## config.mk

```make
export PLATFORM = sky130hd
export DESIGN_NAME = dexs_mul
export DESIGN_NICKNAME = d
export VERILOG_FILES = /design/src/design/dexs_pkg.sv /design/src/design/dexs_mul.sv
export SDC_FILE = /design/constraint.sdc
export NUM_CORES = 2
export LEC_CHECK = 0
export BUFFER_PORTS_ARGS = -buffer_cell sky130_fd_sc_hd__buf_2
export CORE_MARGIN = 3
export CORE_UTILIZATION = 55
export CTS_BUF_LIST = sky130_fd_sc_hd__clkbuf_4
export DETAILED_ROUTE_END_ITERATION = 12
export HOLD_SLACK_MARGIN = 0.06
export PLACE_DENSITY = 0.76
export SYNTH_ARGS = -nofsm -noshare
export SYNTH_HDL_FRONTEND = slang
export SYNTH_SLANG_ARGS = --single-unit
```

## constraint.sdc

```tcl
create_clock -name i_clk -period 12 [get_ports i_clk]
set_input_delay 1.2 -clock i_clk [delete_from_list [all_inputs] [get_ports i_clk]]
set_output_delay 1.2 -clock i_clk [all_outputs]
set_load 0.05 [all_outputs]
```

## src/design/dexs_pkg.sv

```systemverilog
package dexs_pkg;

    // Default number of activation ring slots.
    localparam int RING_DEPTH_DEF = 1024;

    // Fixed field widths.
    localparam int DELAY_W = 10;
    localparam int GAIN_W  = 63;
    localparam int DECAY_W = 33;
    localparam int RLEN_W  = 11;
    localparam int CFG_W   = 3;

    // Signed Q32.32 value.
    typedef logic signed [63:0] t_q;

    localparam t_q Q_MAX = 64'sh7FFF_FFFF_FFFF_FFFF;
    localparam t_q Q_MIN = 64'sh8000_0000_0000_0000;

    // Configuration register indexes.
    typedef logic [CFG_W-1:0] t_cfg_idx;
    localparam t_cfg_idx CFG_INPUT_GAIN_X  = 3'd0;
    localparam t_cfg_idx CFG_DECAY_X       = 3'd1;
    localparam t_cfg_idx CFG_INPUT_GAIN_Y  = 3'd2;
    localparam t_cfg_idx CFG_DECAY_Y       = 3'd3;
    localparam t_cfg_idx CFG_REVERSAL      = 3'd4;
    localparam t_cfg_idx CFG_PEAK_NORM     = 3'd5;
    localparam t_cfg_idx CFG_RING_LENGTH   = 3'd6;

    localparam logic [RLEN_W-1:0] RING_LENGTH_RST = 11'd1024;

    // Operation codes of an input beat.
    localparam logic OP_DEPOSIT = 1'b0;
    localparam logic OP_TICK    = 1'b1;

    // Request to and response from the shared multiplier.
    typedef struct packed {
        logic start;
        t_q   a;
        t_q   b;
    } t_mul_req;

    typedef struct packed {
        logic done;
        t_q   result;
    } t_mul_rsp;

    // Saturating Q32.32 addition.
    function automatic t_q add_sat(t_q a, t_q b);
        t_q s;
        s = a + b;
        if ((a[63] == b[63]) && (s[63] != a[63])) begin
            s = a[63] ? Q_MIN : Q_MAX;
        end
        return s;
    endfunction

    // Saturating Q32.32 subtraction.
    function automatic t_q sub_sat(t_q a, t_q b);
        t_q s;
        s = a - b;
        if ((a[63] != b[63]) && (s[63] != a[63])) begin
            s = a[63] ? Q_MIN : Q_MAX;
        end
        return s;
    endfunction

endpackage

```

## src/design/dexs_mul.sv

```systemverilog
module dexs_mul (
    input  logic               i_clk,
    input  logic               i_rst_n,
    input  dexs_pkg::t_mul_req i_req,
    output dexs_pkg::t_mul_rsp o_rsp
);

    typedef enum logic [2:0] {
        ST_IDLE,
        ST_MAG,
        ST_PROD,
        ST_FLUSH,
        ST_NEG,
        ST_SAT
    } t_state;

    t_state         r_state;
    dexs_pkg::t_q   r_a;
    dexs_pkg::t_q   r_b;
    logic [63:0]    r_ua;
    logic [63:0]    r_ub;
    logic           r_neg;
    logic [1:0]     r_idx;
    logic [63:0]    r_prod;
    logic [1:0]     r_pidx;
    logic           r_pvalid;
    logic [127:0]   r_acc;
    logic           r_done;
    dexs_pkg::t_q   r_result;

    logic [31:0]    w_op_a;
    logic [31:0]    w_op_b;
    logic [63:0]    w_mul;
    logic [127:0]   w_shifted;
    logic [32:0]    w_top;
    dexs_pkg::t_q   w_sat;

    // Pick the 32-bit halves of the magnitudes for this partial product.
    assign w_op_a = r_idx[1] ? r_ua[63:32] : r_ua[31:0];
    assign w_op_b = r_idx[0] ? r_ub[63:32] : r_ub[31:0];
    assign w_mul  = w_op_a * w_op_b;

    // Align the registered partial product to its weight.
    always_comb begin
        case (r_pidx)
            2'd0:    w_shifted = {64'd0, r_prod};
            2'd3:    w_shifted = {r_prod, 64'd0};
            default: w_shifted = {32'd0, r_prod, 32'd0};
        endcase
    end

    // Take bits 95:32 of the signed product, saturating when they do not hold it.
    assign w_top = r_acc[127:95];
    assign w_sat = ((&w_top) || !(|w_top)) ? dexs_pkg::t_q'(r_acc[95:32])
                 : (r_acc[127] ? dexs_pkg::Q_MIN : dexs_pkg::Q_MAX);

    // Sequence: magnitudes, four partial products, sign, saturation.
    always_ff @(posedge i_clk) begin
        if (!i_rst_n) begin
            r_state  <= ST_IDLE;
            r_done   <= 1'b0;
            r_pvalid <= 1'b0;
        end else begin
            r_done   <= 1'b0;
            r_pvalid <= 1'b0;
            if (r_pvalid) begin
                r_acc <= r_acc + w_shifted;
            end
            case (r_state)
                ST_IDLE: begin
                    if (i_req.start) begin
                        r_a     <= i_req.a;
                        r_b     <= i_req.b;
                        r_state <= ST_MAG;
                    end
                end
                ST_MAG: begin
                    r_ua    <= r_a[63] ? (~r_a + 64'd1) : r_a;
                    r_ub    <= r_b[63] ? (~r_b + 64'd1) : r_b;
                    r_neg   <= r_a[63] ^ r_b[63];
                    r_acc   <= '0;
                    r_idx   <= 2'd0;
                    r_state <= ST_PROD;
                end
                ST_PROD: begin
                    r_prod   <= w_mul;
                    r_pidx   <= r_idx;
                    r_pvalid <= 1'b1;
                    r_idx    <= r_idx + 2'd1;
                    if (r_idx == 2'd3) begin
                        r_state <= ST_FLUSH;
                    end
                end
                ST_FLUSH: begin
                    r_state <= ST_NEG;
                end
                ST_NEG: begin
                    if (r_neg) begin
                        r_acc <= ~r_acc + 128'd1;
                    end
                    r_state <= ST_SAT;
                end
                ST_SAT: begin
                    r_result <= w_sat;
                    r_done   <= 1'b1;
                    r_state  <= ST_IDLE;
                end
                default: begin
                    r_state <= ST_IDLE;
                end
            endcase
        end
    end

    assign o_rsp.done   = r_done;
    assign o_rsp.result = r_result;

endmodule

```

* After elaboration in Yosys (flattened, before gate mapping)
Cells that the tools add are included.
Storage, ports and cells: input port bits 131, logic and storage cells 63, register bits after elaboration 522
Cells by class: add/subtract/negate cells 5, bitwise operators 4, mux-type cells 16, reduce and logical (&&, ||, !) cells 13, multiply operators 1, equality and inequality tests 9
Operator list (count):
- $pmux W128 S2 | 2
- $mux W128 | 2
- $add A128 B1 Y128 const B | 1
- $add A128 B128 Y128 | 1
- $add A64 B1 Y64 const B | 2
- $mux W64 | 2
- $not A128 Y128 | 1
- $not A64 Y64 | 2
- $mux W63 | 2
- $mul A32 B32 Y64 | 1
- $mux W32 | 2
- $reduce_and A33 Y1 | 1
- $reduce_or A33 Y1 | 1
- $pmux W3 S5 | 1
- $reduce_and A2 Y1 | 5
- $eq A3 B2 Y1 const B | 2
- $eq A3 B3 Y1 const B | 2
- $mux W3 | 2
- $eq A2 B2 Y1 const B | 2
- $ne A2 B2 Y1 const B | 2
- $pmux W2 S2 | 1
- $eq A3 B1 Y1 const B | 1
- $logic_not A3 Y1 | 1
- $reduce_and A3 Y1 | 1
- other kinds (7) | 8

* Depth between registers and ports, before layout
word-level depth 6, gate-level depth with buffers 32

* Worst setup path after synthesis
Ideal clock, no wire load.
path kind reg-to-reg, start point register r_idx[0], end point register r_prod[60], data pin, buffers on the path 3, arrival time 8691 ps, path slack 3041 ps, required time 11731 ps, stages on the path, launching flop included 31, setup time 269 ps, cell sequence edfxtp_1 -> clkbuf_1 -> clkbuf_1 -> mux2i_1 -> clkbuf_1 -> nor2_1 -> fa_1 -> fa_1 -> fa_1 -> inv_1 -> fa_1 -> inv_1 -> fa_1 -> inv_1 -> fa_1 -> inv_1 -> fa_1 -> fa_1 -> ha_1 -> and3_1 -> nand3_1 -> or3_1 -> o22ai_1 -> o21ai_0 -> a21boi_0 -> a31o_2 -> nand3_1 -> o21ai_0 -> a221oi_1 -> o31ai_1 -> xor2_1
On the way: longest elaborated chain between the ends 2
RTL lines:
- from (decl) | line dexs_mul.sv:23 | logic [1:0] r_idx;
- from (signal assigned) | line dexs_mul.sv:89 | r_idx <= r_idx + 2'd1;
- $mux W32 | line dexs_mul.sv:40 | assign w_op_b = r_idx[0] ? r_ub[63:32] : r_ub[31:0];
- $mul A32 B32 Y64 | line dexs_mul.sv:41 | assign w_mul = w_op_a * w_op_b;
- net w_mul[60] | line dexs_mul.sv:33 | logic [63:0] w_mul;
- to (signal assigned) | line dexs_mul.sv:86 | r_prod <= w_mul;
- to (decl) | line dexs_mul.sv:24 | logic [63:0] r_prod;
The timed path passes the listed nets, and every way through them passes these cells. A chain may end at the register's enable or synchronous reset.

* Worst setup path in the final report
start point register r_idx[1], end point register r_prod[63], data pin
On the way: longest elaborated chain between the ends 2
RTL lines:
- $mux W32 | line dexs_mul.sv:39 | assign w_op_a = r_idx[1] ? r_ua[63:32] : r_ua[31:0];
- $mul A32 B32 Y64 | line dexs_mul.sv:41
- net w_mul[63] | line dexs_mul.sv:33
The timed path passes the listed nets, and every way through them passes these cells.

==> impl_metrics.tcl <==
set metrics [dict create \
    outcome "complete, but fails checks" \
    violations "capacitance limit, slew limit" \
    core_region_area_um2 119000 \
    holdBufCountCts 0 \
    via_per_inst 6.245 \
    synth_ff_type "edfxtp_1" \
    path_delay_family "adder cells" \
    nFillCells 10296 \
    cts.repair.resized 0 \
    synth_area_per_cell_um2 9.146 \
    dieHeight_um 353.7 \
    cts_buffers 142 \
    end_kind "register" \
    startpoint_type "register" \
    synth_fp_nets 8693 \
    synth_seq_cells 522 \
    synth_cell_types 81 \
    finalSetupViolations 0 \
    drt_iter0_drc 6371 \
    fmax_ghz 0.09295 \
    antenna_found_initial 12 \
    overflow 0 \
    hp-class "in -> reg" \
    clkLatencyLatePin_ns 1.24 \
    syn_inst 7269 \
    cp.arrival_ns 11.67 \
    clockBufferDepth 3 \
    initial_core_util_pct 55.86 \
    htreeDepth 4 \
    required_ns 12.92 \
    cap_viol_max_count 1 \
    tns_ns 0 \
    seqCellArea_um2 15630 \
    critPathMostFrequentCell "fa_1" \
    layout_setup_ws_ns 1.241 \
    wl_um 236500 \
    syn_to_final_growth_pct 6.929 \
    slew_viol_final 13 \
    synth.cell_area_um2 66480 \
    dr.pass1.iters 6 \
    worst_slew_pin_slew_ns 1.524 \
    crit_fanout 39 \
    avgRoutedWirePerCell_um 26.10 \
    hold_violations 0 \
    critPathMaxStageDelay_ns 1.01 \
    cp_slowest_cell "mux2i_2" \
    vias 56595 \
    fin_crit_ns 10.76 \
    cts_setup_buffers 0 \
    fin_cells 9063 \
    synthArstFlopShare_pct 0 \
    synth_seq_area_share_pct 23.50 \
    synth-edff-count 517 \
    rows 126 \
    cts_tree "built" \
    synth_area_leader_cell "fa_1" \
    ios 196 \
    drive_gt1_share_pct 9.636 \
    crit_type "reg -> reg" \
    rsz0062_at_grt "false" \
    ys_warn_count 0 \
    gr-usage-all-layers_pct 37.74 \
    dp.cells 8807 \
    die_area_um2 125100 \
    grt_max_degree 100 \
    cts-root-buf "clkbuf_4" \
    skew_ns 0.1397 \
    place_congestion 1.053 \
    path_cells "buf_12 > mux2i_2 > nor2_1 > fa_1 > inv_1 > fa_1 > fa_1 > fa_1 > inv_1 > fa_1 > fa_1 > fa_1 > fa_1 > ha_1 > and3_1 > nand2_1 > a2111oi_0 > o21ai_0 > a21oi_1 > a211oi_1 > o311ai_0 > nor2_1 > o2111ai_1 > nand2_1" \
    dieWidth_um 353.7 \
    portBuffers 195 \
    cts_sinks 522 \
    yosysMostFrequentCell "inv_1" \
    place_ws_ns 1.420 \
    drc 0 \
    hold_ws_ns 0.2158 \
    yosys-top-cells-area "fa_1 (27%), edfxtp_1 (23%), ha_1 (7.5%)" \
    grt_pass1_vias 57648 \
    fin_nets 8775 \
    period_share_pct 89.66 \
    grt_pass1_wl_um 352000 \
    clkSlewWorstSetupHoldPaths_ns 0.06 \
    synth_top_area_share_pct 27.01 \
    antenna_left 0 \
    multi_input_area_um2 46240 \
    synth_common_cells "inv_1 (935), nor2_1 (901), fa_1 (897)" \
    maxSlewHeadroom_pct -3.584 \
    dpl.hpwl_um 182100 \
    crit_buf_inv 3 \
]
cell usage in the layout, fill, tap and decap left out, types with 43 or more instances in the layout:
master    Yosys  routed
clkbuf_4      0     189
nor3_1      123     123
o21bai_1     46      46
buf_2         3     194
ha_1        396     395
xnor2_1     237     237
inv_1       935     935
nand3_1      56      56
o21ai_0     388     388
nor2_1      901     898
buf_4         1     122
a21o_1      114     114
fa_1        897     897
mux2_2       64      64
a21oi_1     368     368
o31ai_1      76      76
o221ai_1     43      43
or3_1        76      76
edfxtp_1    517     517
and2_1       73      72
nand2_1     794     791
nand4_1      93      93
xor2_1       84      84
worst reg2reg max path: stages, from the launching register on:
cell	delay, ns
edfxtp_1	0.98
buf_12	0.34
mux2i_2	1.04
nor2_1	0.18
fa_1	0.58
inv_1	0.05
fa_1	0.49
fa_1	0.47
fa_1	0.56
inv_1	0.05
fa_1	0.48
fa_1	0.58
fa_1	0.45
fa_1	0.46
ha_1	0.40
and3_1	0.23
nand2_1	0.07
a2111oi_0	0.99
o21ai_0	0.38
a21oi_1	0.45
a211oi_1	0.25
o311ai_0	0.62
nor2_1	0.15
o2111ai_1	0.22
nand2_1	0.08
final cells by class:
cell class                      count  area share (%)
Sequential cell                   522           21.98
Inverter                          935           4.937
Clock buffer                      189           1.996
Timing Repair Buffer              317           2.682
Tap cell                         1600           2.816
Antenna cell                       12         0.04224
Clock inverter                     55          0.4963
Multi-Input combinational cell   5433           65.05
worst paths after layout:
path / startpoint / endpoint / slack [ns] / depth (start not counted)
setup reg to reg: r_idx[1] / r_prod[63] / 1.24 / 24
hold reg to reg: r_b[0] / r_ub[0] / 0.50 / 0
hold / removal: i_req[21] / r_b[21] / 0.22 / 1
setup / recovery: r_idx[1] / r_prod[63] / 1.24 / 24
per-layer routing:
layer  vias to the layer above  share of wire [%]  global-route usage (%)
met3                       984                 12                   11.46
met4                         4                8.7                   26.68
met5                         -              0.017                       0
met1                     27477                 35                   44.93
li1                      24556                  -                       -
met2                      3574                 44                   58.48
logic make-up after synthesis:
| logic type | count (synthesis) | share of synthesized area (%) |
|---|---|---|
| DFF | 522 | 23.50 |
| buffers and inverters | 1314 | 7.430 |
| muxes | 139 | 2.213 |
| and+or+nand+nor | 2357 | 15.79 |
| xor gates and xnor gates | 321 | 4.229 |
| AOI/OAI and AO/OA | 1323 | 12.37 |
| adders and majority gates | 1293 | 34.46 |
registers in the layout, summed over array words and instances (netlist names):
name / cells
r_prod: 64
r_a: 64
r_neg: 1
r_ua: 64
r_state: 3
r_acc: 128
r_pidx: 2
r_result: 64
r_done: 1
r_pvalid: 1
r_idx: 2
r_ub: 64
r_b: 64
per-stage QoR:
stage	area (um2)	utilization (%)
2_1_floorplan	66480	-
3_3_place_gp	69290	58.21
3_5_place_dp	69290	58.21
4_1_cts	71060	59.70
6_report	71090	59.73
5_1_grt	71070	59.71
Power is left out: the tool's default activity adds up to more than one toggle a clock period on the data nets, which glitch-free logic cannot reach.
