## config.mk

```make
export PLATFORM = sky130hd
export DESIGN_NAME = dexs_rem
export DESIGN_NICKNAME = d
export VERILOG_FILES = /design/src/design/dexs_rem.sv
export SDC_FILE = /design/constraint.sdc
export NUM_CORES = 1
export LEC_CHECK = 0
export ABC_AREA = 1
export BUFFER_PORTS_ARGS = -buffer_cell sky130_fd_sc_hd__buf_2
export CORE_MARGIN = 2
export CORE_UTILIZATION = 50
export CTS_CLUSTER_SIZE = 40
export DETAILED_ROUTE_END_ITERATION = 8
export PLACE_DENSITY = 0.79
export SLEW_MARGIN = 40
export SYNTH_ARGS = -nofsm -noshare
export SYNTH_HDL_FRONTEND = slang
export SYNTH_SLANG_ARGS = --single-unit
export TNS_END_PERCENT = 30
```

## constraint.sdc

```tcl
create_clock -name i_clk -period 5.65 [get_ports i_clk]
set_input_delay 1.13 -clock i_clk [delete_from_list [all_inputs] [get_ports i_clk]]
set_output_delay 1.13 -clock i_clk [all_outputs]
set_load 0.02 [all_outputs]
```

## src/design/dexs_rem.sv

```systemverilog
module dexs_rem #(
    parameter int DW = 11,
    parameter int LW = 11
) (
    input  logic          i_clk,
    input  logic          i_rst_n,
    input  logic          i_start,
    input  logic [DW-1:0] i_dividend,
    input  logic [LW-1:0] i_divisor,
    output logic          o_done,
    output logic [LW-1:0] o_rem
);

    localparam int CW = $clog2(DW + 1);

    typedef enum logic {
        ST_IDLE,
        ST_RUN
    } t_state;

    t_state        r_state;
    logic [DW-1:0] r_dvd;
    logic [LW-1:0] r_divisor;
    logic [LW-1:0] r_rem;
    logic [CW-1:0] r_cnt;
    logic          r_done;

    logic [LW:0]   w_trial;
    logic [LW:0]   w_next;

    // One restoring step: bring down the next dividend bit and subtract if it fits.
    assign w_trial = {r_rem, r_dvd[DW-1]};
    assign w_next  = (w_trial >= {1'b0, r_divisor}) ? (w_trial - {1'b0, r_divisor})
                                                   : w_trial;

    always_ff @(posedge i_clk) begin
        if (!i_rst_n) begin
            r_state <= ST_IDLE;
            r_done  <= 1'b0;
        end else begin
            r_done <= 1'b0;
            case (r_state)
                ST_IDLE: begin
                    if (i_start) begin
                        r_dvd     <= i_dividend;
                        r_divisor <= i_divisor;
                        r_rem     <= '0;
                        r_cnt     <= CW'(DW);
                        r_state   <= ST_RUN;
                    end
                end
                ST_RUN: begin
                    r_rem <= w_next[LW-1:0];
                    r_dvd <= {r_dvd[DW-2:0], 1'b0};
                    r_cnt <= r_cnt - CW'(1);
                    if (r_cnt == CW'(1)) begin
                        r_done  <= 1'b1;
                        r_state <= ST_IDLE;
                    end
                end
                default: begin
                    r_state <= ST_IDLE;
                end
            endcase
        end
    end

    assign o_done = r_done;
    assign o_rem  = r_rem;

endmodule

```

**After elaboration in Yosys (flattened, before gate mapping)**

Index checks and enable logic that the tools add are counted.

- Bits in registers: 39
- Logic and storage cells: 26
- Output and inout port bits: 12

- Muxes and demuxes: 11
- $lt $le $gt $ge: 1
- $add $sub $neg: 2
- Reductions and logical operators: 3
- Equality and inequality tests: 2
- Bitwise logic cells: 1

Operator list:

| kind | number |
|---|---|
| $pmux 11 s2 | 2 |
| $mux 11 | 3 |
| $ge 12x11->1 | 1 |
| $sub 11x11->11 | 1 |
| $pmux 4 s2 | 1 |
| $eq 4x1->1 const B | 1 |
| $mux 4 | 1 |
| $reduce_and 2->1 | 2 |
| $sub 4x1->4 const B | 1 |
| $mux 1 | 3 |
| $reduce_and 3->1 | 1 |
| $ne 2x2->1 const B | 1 |
| $pmux 1 s2 | 1 |
| $not 1->1 | 1 |

**Depth between registers and ports, before layout**

Gate-level depths: netlist (run 1).

- Depth in word-level cells: 3
- Gate-level depth with buffers: 14
- Mapped depth without buffers: 13

**Least setup slack after synthesis (run 1)**

No wires, ideal clock.

- Kind: input-to-reg
- From: input i_rst_n
- To: register r_rem[0], in the netlist o_rem[0], enable pin
- Buffers on the path: 0
- Setup slack: 3.474 ns
- Arrival time: 1.793 ns
- Cell stages on the path: 2
- Cell sequence: nand2_1 > nand2_1

- Longest elaborated chain between the ends: 1

RTL lines:

| element | line | source |
|---|---|---|
| start, declared | 6 | `input logic i_rst_n,` |
| $reduce_and 2->1 (no source line) | - |  |
| end signal, assigned | 53 | `r_rem <= w_next[LW-1:0];` |
| end, declared | 24 | `logic [LW-1:0] r_rem;` |

No other way between the ends.
A chain may end at the register's enable or synchronous reset.

**Worst setup path after layout (run 1)**

- From: register r_dvd[10]
- To: register r_rem[5], in the netlist o_rem[5] (data pin)

- Longest elaborated chain between the ends: 3
- Elaborated cells between the ends (all ways): 4
- Those cells by class: 1 x add/sub; 1 x order compare; 2 x mux

RTL lines:

| element | line | source |
|---|---|---|
| start, declared | 22 | `logic [DW-1:0] r_dvd;` |
| start signal, assigned | 45 | `r_dvd <= i_dividend;` |
| start signal, assigned | 54 | `r_dvd <= {r_dvd[DW-2:0], 1'b0};` |
| $sub 11x11->11 or $ge 12x11->1 (tied branches) | 33 | `assign w_next = (w_trial >= {1'b0, r_divisor}) ? (w_trial - {1'b0, r_divisor})` |
| $mux 11 * | 33 |  |
| $pmux 11 s2 * | 42 | `case (r_state)` |

Mark *: on every way between the ends. The rest lies on a longest branch, timed or not.

==> results of run 1 <==
==> registers in the layout (all words and copies together), names as in the netlist <==
signal and count:
o_rem 11, r_divisor 11, r_dvd 11, r_cnt 4, o_done 1, r_state 1
==> power groups by stage <==
stage	logic [W]	registers (W)	clock network, W
finish	0.000184	0.000368	0.000190
global route	0.000211	0.000372	0.000204
CTS	0.000185	0.000369	0.000194
detailed placement	0.000184	0.000375	0
global placement	0.000178	0.000374	0
floorplan	0.000135	0.000377	0
==> final cells by class <==
| class | instances | area [um2] |
|---|---|---|
| clock buffers | 7 | 86.33 |
| clock inverters | 1 | 5.005 |
| fillers | 370 | 1767 |
| inverters | 46 | 172.7 |
| multi-input cells | 184 | 925.9 |
| flip-flops and latches | 39 | 1152 |
| well taps | 52 | 65.06 |
| repair buffers | 36 | 180.2 |
==> worst max-delay path, stage by stage (launching register included) <==
cell	delay, ns
edfxtp_1	0.35
inv_1	0.05
ha_1	0.21
fa_1	0.41
inv_1	0.10
nand2_1	0.05
nand2_1	0.11
nand2_2	0.09
nand2_2	0.07
nand2_2	0.06
nand3_4	0.17
inv_2	0.12
nor2_1	0.12
nor2_1	0.06
==> metrics by stage <==
step | utilization | power, W | cells | hold WS [ns]
after CTS | 0.5943 | 0.0007473 | 365 | 0.5187
after detailed placement | 0.5733 | 0.0005587 | 357 | 0.5097
after global placement | 0.5718 | 0.0005522 | 357 | 0.5032
after global routing | 0.5943 | 0.0007877 | 365 | 0.5453
final | 0.5943 | 0.0007427 | 365 | 0.5159
after floorplan | - | 0.0005118 | 274 | 0.4855
==> cells in the mapped netlist <==
| cell | n |
|---|---|
| o21ai_1 | 8 |
| clkbuf_1 | 3 |
| nand3_4 | 1 |
| ha_1 | 13 |
| fa_1 | 1 |
| inv_1 | 44 |
| o22ai_1 | 1 |
| dfxtp_1 | 2 |
| nand4_1 | 3 |
| nor3_1 | 1 |
| xor2_1 | 3 |
| inv_2 | 2 |
| nor2_1 | 38 |
| or2_2 | 1 |
| edfxtp_1 | 37 |
| nand2_2 | 3 |
| buf_2 | 1 |
| xnor2_1 | 2 |
| a21oi_1 | 4 |
| nand2_1 | 91 |
| nand3_1 | 9 |
| buf_6 | 1 |
| or2_4 | 1 |
| o21ai_0 | 3 |
| a21oi_2 | 1 |
==> cells by family after synthesis <==
group | synth area share
AND/OR/NAND/NOR | 0.2660
flip-flops | 0.5066
XOR/XNOR | 0.01928
adder cells (fa/ha/maj) | 0.08040
buffers and inverters | 0.08810
AO/OA/AOI/OAI | 0.03965
==> final timing paths <==
check,startpoint,end,slack [ns]
hold reg to reg,r_dvd[9],r_dvd[10],0.52
setup / recovery,r_dvd[10],o_rem[5],3.42
hold / removal,r_dvd[9],r_dvd[10],0.52
setup reg to reg,r_dvd[10],o_rem[5],3.42
==> per-layer routing <==
layer | routed length [um] | track usage
met5 | 0 | 0
met4 | 61 | 0.05451
met3 | 178 | 0.04923
met2 | 1950 | 0.2932
met1 | 2018 | 0.2315
==> results.md, run 1 <==
- Status: finished clean
- CTS H-tree lvls: 2
- Number of DRC markers in iteration 0: 57
- Comb power frac: 0.248
- Critical path class: reg -> reg
- Clock latency on the worst-skew pair: 0.29 ns
- Clock transition at path regs: 0.08 ns
- P per Cell Area: 287.0 nW/um2
- Clock power share: 0.256
- # DRC: 0
- Ranking of synthesized cells by area: edfxtp_1 49%, nand2_1 15%, inv_1 7.3%
- Placed Area: 2496 um2
- Post-DRT Antenna Nets: 0
- I/O pin cnt: 37
- Final worst slack: 3.421 ns
- Tcrit/Tclk final: 0.3946
- Initial antenna violation count: 0
- Critical path required time: 5.69 ns
- Synth area leader: edfxtp_1
- Pre-Repair DR Iteration Count: 4
- Slew HR: 0.5961
- N_diodes: 0
- IO buf count: 36
- Starting Density: 0.5218
- Layout area overhead: 13.88%
- Nets: 351
- Pre-CTS setup slack: 3.430 ns
- Switching share of total power: 0.3075
- Num CTS Buffers: 5
- Cells after Synth: 274
- Most frequent cells in the layout: 90 x nand2_1, 44 x inv_1, 37 x nor2_1, 37 x edfxtp_1, 36 x buf_2
- Actual slew at the worst max-slew pin: 0.6052 ns
- Pin count of the biggest net entering global routing: 29
- Hold violation count in the final report: 0
- Yosys cell types: 25
- R2R depth: 13
- Pint: 0.0005144 W
- Post-Syn Area: 2272 um2
- Hold Crit Class: reg -> reg
- Chip Width: 71.41 um
- Setup crit end kind: flip-flop
- Crit-path max FO: 16
- Avg Cell Area, Syn: 8.293 um2
- Hold-fix buffers, CTS: 0
- Setup violators final: 0
- Die height: 71.41 um
- Syn nets: 313
- DR vias: 1760
- Routed WL per cell: 11.53 um
- Seq/Total Area, Yosys: 0.5066
- Maximum VDD drop: 203.6 uV
- Sequential Power Share: 0.496
- Max_cap viols: 0
- Grt ovf: 0
- RSZ-0062 raised after global routing: false
- LEAKAGE: 1.324 nW
- CTS Buffer Depth: 2
- Most common cell after layout, fill and taps aside: nand2_1
- Switching power total: 0.0002283 W
- Share of the synthesized area in the top cell type: 0.4890
- Post-CTS Setup Bufs: 0
- Core ar.: 4354 um2
- Number of global-route vias before repair: 1641
- Crit path launch type: flip-flop
- Hold Path Stages: 2
- Placer Congestion: 0.8296
- Layout cells sized above 1: 0.1757
- Clk Tree Root Cell: clkbuf_8
- CTS tree: done
- Final Max Slew Viols: 0
- Clock sink count: 39
- Vias/cell: 4.822
- Arrival time at the worst endpoint: 2.27 ns
- Synth Register Bits: 39
- FMAX: 448.5 MHz
- Final WL: 4.208 mm
- Setup TNS: 0 ns
- Total die area: 5099 um2
- Final Cell Area: 2587 um2
- First-pass GRT wire length: 7.079 mm
- Post-cts resize count: 0
- Total GRT Usage: 0.1785
- Yosys warns: 0
- Clock Skew: 0.009158 ns
- Min Tclk post-route: 2.229 ns
- Rows: 24
- Dpl hpwl: 3.156 mm
Power figures use the tool's default switching activity.
==> inputs of run 2 (changes only) <==
- ABC_AREA: 1 -> 0
- PLACE_DENSITY: 0.79 -> 0.82
- clock period: 5.65 -> 1.82 ns (I/O delays scaled with it)
==> results.md, run 2 <==
- Switching share of total power: 0.2754
- Crit Reg-Reg Endpoint: o_rem[2]
- Mux share of post-synthesis cell area: 0.07160
- CTS H-tree lvls: 2
- P per Cell Area: 818.0 nW/um2
- Die height: 69.30 um
- I/O pin cnt: 37
- Commonest cells in the netlist: 37 x edfxtp_1, 18 x nand2_1, 14 x inv_1
- Critical Path, Cell by Cell: ha_2, fa_2, nand2b_4, a21oi_4, o2111ai_4, a41oi_4, buf_12, mux2i_1, nor2b_1
- Arrival time at the worst endpoint: 2.41 ns
- FFs w/ async S/R, synth: 0
- Share of the synthesized area in the top cell type: 0.5211
- Hold Path Stages: 1
- Setup slack, reg-to-reg: -0.54 ns
- DR vias: 1640
- Ranking of synthesized cells by area: edfxtp_1 52%, ha_1 7.6%, mux2_2 5.3%
- Critical path required time: 1.87 ns
- Hold violation count in the final report: 0
- Avg Cell Area, Syn: 12.11 um2
- Maximum VDD drop: 595.0 uV
- Number of DRC markers in iteration 0: 161
- CTS tree: done
- CTS Buffer Depth: 2
- Sequential Power Share: 0.470
- Post-Syn Area: 2132 um2
- Synth Area in XOR/XNOR: 0.03286
- Clock power share: 0.261
- Pre-Repair DR Iteration Count: 4
- Rows: 23
- Hold Path Origin: i_divisor[6]
- Post-Synth Adder-Cell Area: 0.08568
- Failing checks: setup timing
- R2R Path Start: r_divisor[0]
- Slew HR: 0.7143
- Switching power total: 0.0006332 W
- Clock Skew: 0.007661 ns
- Comb power frac: 0.269
- Total die area: 4802 um2
- Most frequent cells in the layout: 38 x buf_4, 37 x edfxtp_1, 36 x buf_2
- Layout cells sized above 1: 0.4102
- Hold Crit Class: in -> reg
- Grt ovf: 0
- Ys flop type: edfxtp_1
- Crit-path max FO: 8
- Highest-delay cell along the critical path: edfxtp_1
- N_diodes: 0
- Placer Congestion: 0.8981
- Syn nets: 215
- Top-count cell post-synth: edfxtp_1
- Placed Area: 2658 um2
- Total GRT Usage: 0.2120
- Final Max Slew Viols: 0
- RSZ-0062 raised after global routing: true
- Cells after Synth: 176
- Clock sink count: 39
- Seq/Total Area, Yosys: 0.5399
- Min Tclk post-route: 2.359 ns
- Pint: 0.001666 W
- # fillers: 293
- Final worst slack: -0.5385 ns
- Yosys warns: 0
- FMAX: 424.0 MHz
- Final WL: 4.797 mm
- Pre-CTS setup slack: -0.6025 ns
- Main combinational cell family by area after synthesis: compound AO/OA/AOI/OAI gates
- Synth Register Bits: 39
- Clock transition at path regs: 0.07 ns
- Layout area overhead: 31.81%
- Initial antenna violation count: 0
- Setup crit end kind: flip-flop
- Critical path class: reg -> reg
- Nets: 294
- Yosys cell types: 35
- Vias/cell: 5.359
- Setup violators final: 11
- Dpl hpwl: 3.517 mm
- Final Cell Area: 2810 um2
- Num CTS Buffers: 5
- Clk Tree Root Cell: clkbuf_8
- Hold endpoint: r_divisor[6]
- Most common cell after layout, fill and taps aside: buf_4
- Final Util: 0.6926
- R2R depth: 9
- Routed WL per cell: 15.68 um
- Actual slew at the worst max-slew pin: 0.4250 ns
- Clock latency on the worst-skew pair: 0.29 ns
- Starting Density: 0.5254
- Post-DRT Antenna Nets: 0
- Number of global-route vias before repair: 1748
- Crit path launch type: flip-flop
- Tcrit/Tclk final: 1.296
- First-pass GRT wire length: 7.852 mm
- Status: complete, but fails checks
- Synth Area in Simple Gates: 0.1074
- Synth area leader: edfxtp_1
- Chip Width: 69.30 um
- Core ar.: 4058 um2
- Pin count of the biggest net entering global routing: 31
- Hold WS: 0.2406 ns
- Critical path's largest stage delay: 0.41 ns
- IO buf count: 36
- Post-synth EDFFs: 37
- Max_cap viols: 0
- Synth Area in Compound Gates: 0.1273
- LEAKAGE: 1.235 nW
- # DRC: 0
run 2: cell types whose count changed after synthesis, sizes merged, moves of 3 or more:
cell    delta
inv       -32
mux2      +10
mux2i      +4
nand2     -76
nand2b     +3
nand3      -9
nor2      -27
nor2b      +7
o211a      +4
o21a       +4
xnor2      +4
run 2: kinds of logic after synthesis:
kind of cell | after synthesis
muxes | 14
xor gates and xnor gates | 8
and+or+nand+nor | 48
adders and majority gates | 14
AOI/OAI and AO/OA | 35
DFF | 39
buffers and inverters | 18
run 2: worst max-delay path by stage:
stage                  from   endpoint  slack [ns]  cells past startpoint
2_1_floorplan  r_divisor[0]  o_rem[10]       -0.49                      9
3_3_place_gp   r_divisor[0]   o_rem[7]       -0.47                      9
3_5_place_dp   r_divisor[0]   o_rem[2]       -0.60                      9
4_1_cts        r_divisor[0]   o_rem[2]       -0.55                      9
5_1_grt        r_divisor[0]   o_rem[2]       -0.62                      9
6_report       r_divisor[0]   o_rem[2]       -0.54                      9
run 2: metal layers:
layer | vias to the layer above | part of all wire | track usage
met5 | - | 0 | 0
met4 | 0 | 0.022 | 0.1133
met3 | 10 | 0.055 | 0.04797
met2 | 59 | 0.51 | 0.3622
met1 | 777 | 0.41 | 0.2469
li1 | 794 | - | -
run 2: timing repair:
action                                 CTS  global route
setup endpoints to repair               11            11
endpoints found under the hold margin    0             0
hold buffers                             0             0
buffers inserted                         3             1
gates resized for setup                  3             2
pin swaps                                5             3
run 2: power by group through the flow:
stage	clock, W	sequential (W)	combinational [W]
global route	0.000648	0.00109	0.000670
detailed placement	0	0.00110	0.000580
global placement	0	0.00110	0.000556
CTS	0.000616	0.00108	0.000609
floorplan	0	0.00112	0.000314
finish	0.000601	0.00108	0.000617
run 2: final cells by class:
| type | instances | area (um2) | share of cell area |
|---|---|---|---|
| Clock buffer | 7 | 86.33 | 0.03072 |
| Multi-Input combinational cell | 119 | 947.2 | 0.3370 |
| Timing Repair Buffer | 76 | 505.5 | 0.1799 |
| Clock inverter | 1 | 5.005 | 0.001781 |
| Sequential cell | 39 | 1151 | 0.4096 |
| Tap cell | 50 | 62.56 | 0.02226 |
| Inverter | 14 | 52.55 | 0.01870 |
run 2: stage by stage:
step,power [W],cells,setup TNS [ns]
5_1_grt,0.002404,306,-5.939
3_3_place_gp,0.001652,294,-4.523
3_5_place_dp,0.001680,294,-5.724
2_1_floorplan,0.001437,176,-4.284
4_1_cts,0.002306,305,-5.273
6_report,0.002299,306,-5.074
run 2: worst max-delay path: cells and delay by family (launching register included):
| family | cells | cell delay, ns |
|---|---|---|
| flops | 1 | 0.41 |
| mux | 1 | 0.21 |
| compound gates | 3 | 0.56 |
| buf+inv | 1 | 0.16 |
| simple gates | 2 | 0.23 |
| fa+ha+maj | 2 | 0.54 |
==> inputs of run 3 (changes only) <==
- RECOVER_POWER: not set -> 25
==> results.md, run 3 (synthesis results as in run 2) <==
- RSZ-0062 raised after global routing: true
- Crit-path max FO: 8
- Clock latency on the worst-skew pair: 0.29 ns
- Area occupied by multi-input gates: 947.2 um2
- Actual slew at the worst max-slew pin: 0.4250 ns
- Hold violation count in the final report: 0
- Min Tclk post-route: 2.352 ns
- Final Total Pwr: 0.002296 W
- I/O pin cnt: 37
- Maximum VDD drop: 630.3 uV
- Tcrit/Tclk final: 1.292
- Starting Density: 0.5254
- Clock sink count: 39
- Setup violators final: 11
- LEAKAGE: 1.227 nW
- Pin count of the biggest net entering global routing: 31
- Dpl hpwl: 3.517 mm
- Rows: 23
- Slew HR: 0.7143
- # fillers: 295
- Number of global-route vias before repair: 1748
- Critical path class: reg -> reg
- Final worst slack: -0.5321 ns
- First-pass GRT wire length: 7.852 mm
- Setup slack, reg-to-reg: -0.53 ns
- Grt ovf: 0
- CTS H-tree lvls: 2
- Storage cell area: 1151 um2
- Nets: 294
- Max_cap viols: 0
- N_diodes: 0
- CTS tree: done
- FMAX: 425.2 MHz
- # DRC: 0
- Most frequent cells in the layout: 37 x edfxtp_1, 36 x buf_2, 36 x buf_4
- Pre-Repair DR Iteration Count: 4
- Critical path required time: 1.87 ns
- Setup crit end kind: flip-flop
- Die height: 69.30 um
- Hold Crit Class: in -> reg
- Fin cells: 306
- Inst Count DP: 294
- Num CTS Buffers: 5
- Chip Width: 69.30 um
- Layout cells sized above 1: 0.4023
- Total die area: 4802 um2
- Total GRT Usage: 0.2120
- Most common cell after layout, fill and taps aside: edfxtp_1
- Final Max Slew Viols: 0
- Crit path launch type: flip-flop
- IO buf count: 36
- Vias/cell: 5.337
- Core ar.: 4058 um2
- Hold-fix buffers, CTS: 0
- Failing checks: setup timing
- Arrival time at the worst endpoint: 2.40 ns
- Final Cell Area: 2803 um2
- CTS Buffer Depth: 2
- Number of DRC markers in iteration 0: 161
- Clock transition at path regs: 0.07 ns
- Placed Area: 2658 um2
- Routed WL per cell: 15.59 um
- Placer Congestion: 0.8981
- Post-DRT Antenna Nets: 0
- Clk Tree Root Cell: clkbuf_8
- P per Cell Area: 819.3 nW/um2
- Initial antenna violation count: 0
- Final WL: 4.771 mm
- DR vias: 1633
- Status: complete, but fails checks
- Layout area overhead: 31.46%
- Clock Skew: 0.007515 ns
run 3: cell count changes in the layout (fill, tap and decap cells not counted):
cell,delta
buf_4,-2
clkbuf_1,+2
run 3: cell type report:
cell class | instances | area share
Sequential cell | 39 | 0.4107
Multi-Input combinational cell | 119 | 0.3379
Timing Repair Buffer | 76 | 0.1777
Clock buffer | 7 | 0.03080
Tap cell | 50 | 0.02232
Inverter | 14 | 0.01875
Clock inverter | 1 | 0.001786
run 3: timing repair:
action / CTS / global route
setup endpoints to repair: 11 / 11
gates resized for setup: 3 / 2
gates cloned: 0 / 0
hold endpoints to repair: 0 / 0
pin swaps: 5 / 3
buffers inserted: 3 / 1
run 3: through the flow:
step	setup TNS (ns)	hold WS (ns)	util	setup slack (ns)
6_report	-5.012	0.2405	0.6907	-0.5321
5_1_grt	-5.939	0.2294	0.6907	-0.6172
4_1_cts	-5.273	0.2303	0.6892	-0.5515
3_5_place_dp	-5.724	0.5420	0.6549	-0.6025
3_3_place_gp	-4.523	0.5286	0.6549	-0.4668
2_1_floorplan	-4.284	0.4629	-	-0.4858
run 3: critical path: stages, from the launching register on:
cell	delay [ns]
edfxtp_1	0.40
ha_2	0.20
fa_2	0.34
nand2b_4	0.16
a21oi_4	0.19
o2111ai_4	0.15
a41oi_4	0.22
buf_12	0.16
mux2i_1	0.21
nor2b_1	0.07
run 3: final timing paths:
check,from,cells past startpoint,to
worst min-delay path,i_divisor[6],1,r_divisor[6]
worst min register to register,r_dvd[3],1,r_dvd[4]
worst max register to register,r_divisor[0],9,o_rem[2]
worst max-delay path,r_divisor[0],9,o_rem[2]
run 3: power breakdown:
group / internal (W) / switching [W]
combinational: 0.000305 / 0.000310
sequential: 0.00105 / 0.0000274
clock: 0.000306 / 0.000295
total: 0.00166 / 0.000632
run 3: routing by layer:
metal  GRT usage  routed length, um  vias up
met5           0                  0        -
met4      0.1133                104        0
met3     0.04797                266       10
met2      0.3622               2450       59
met1      0.2469               1950      770
li1            -                  -      794
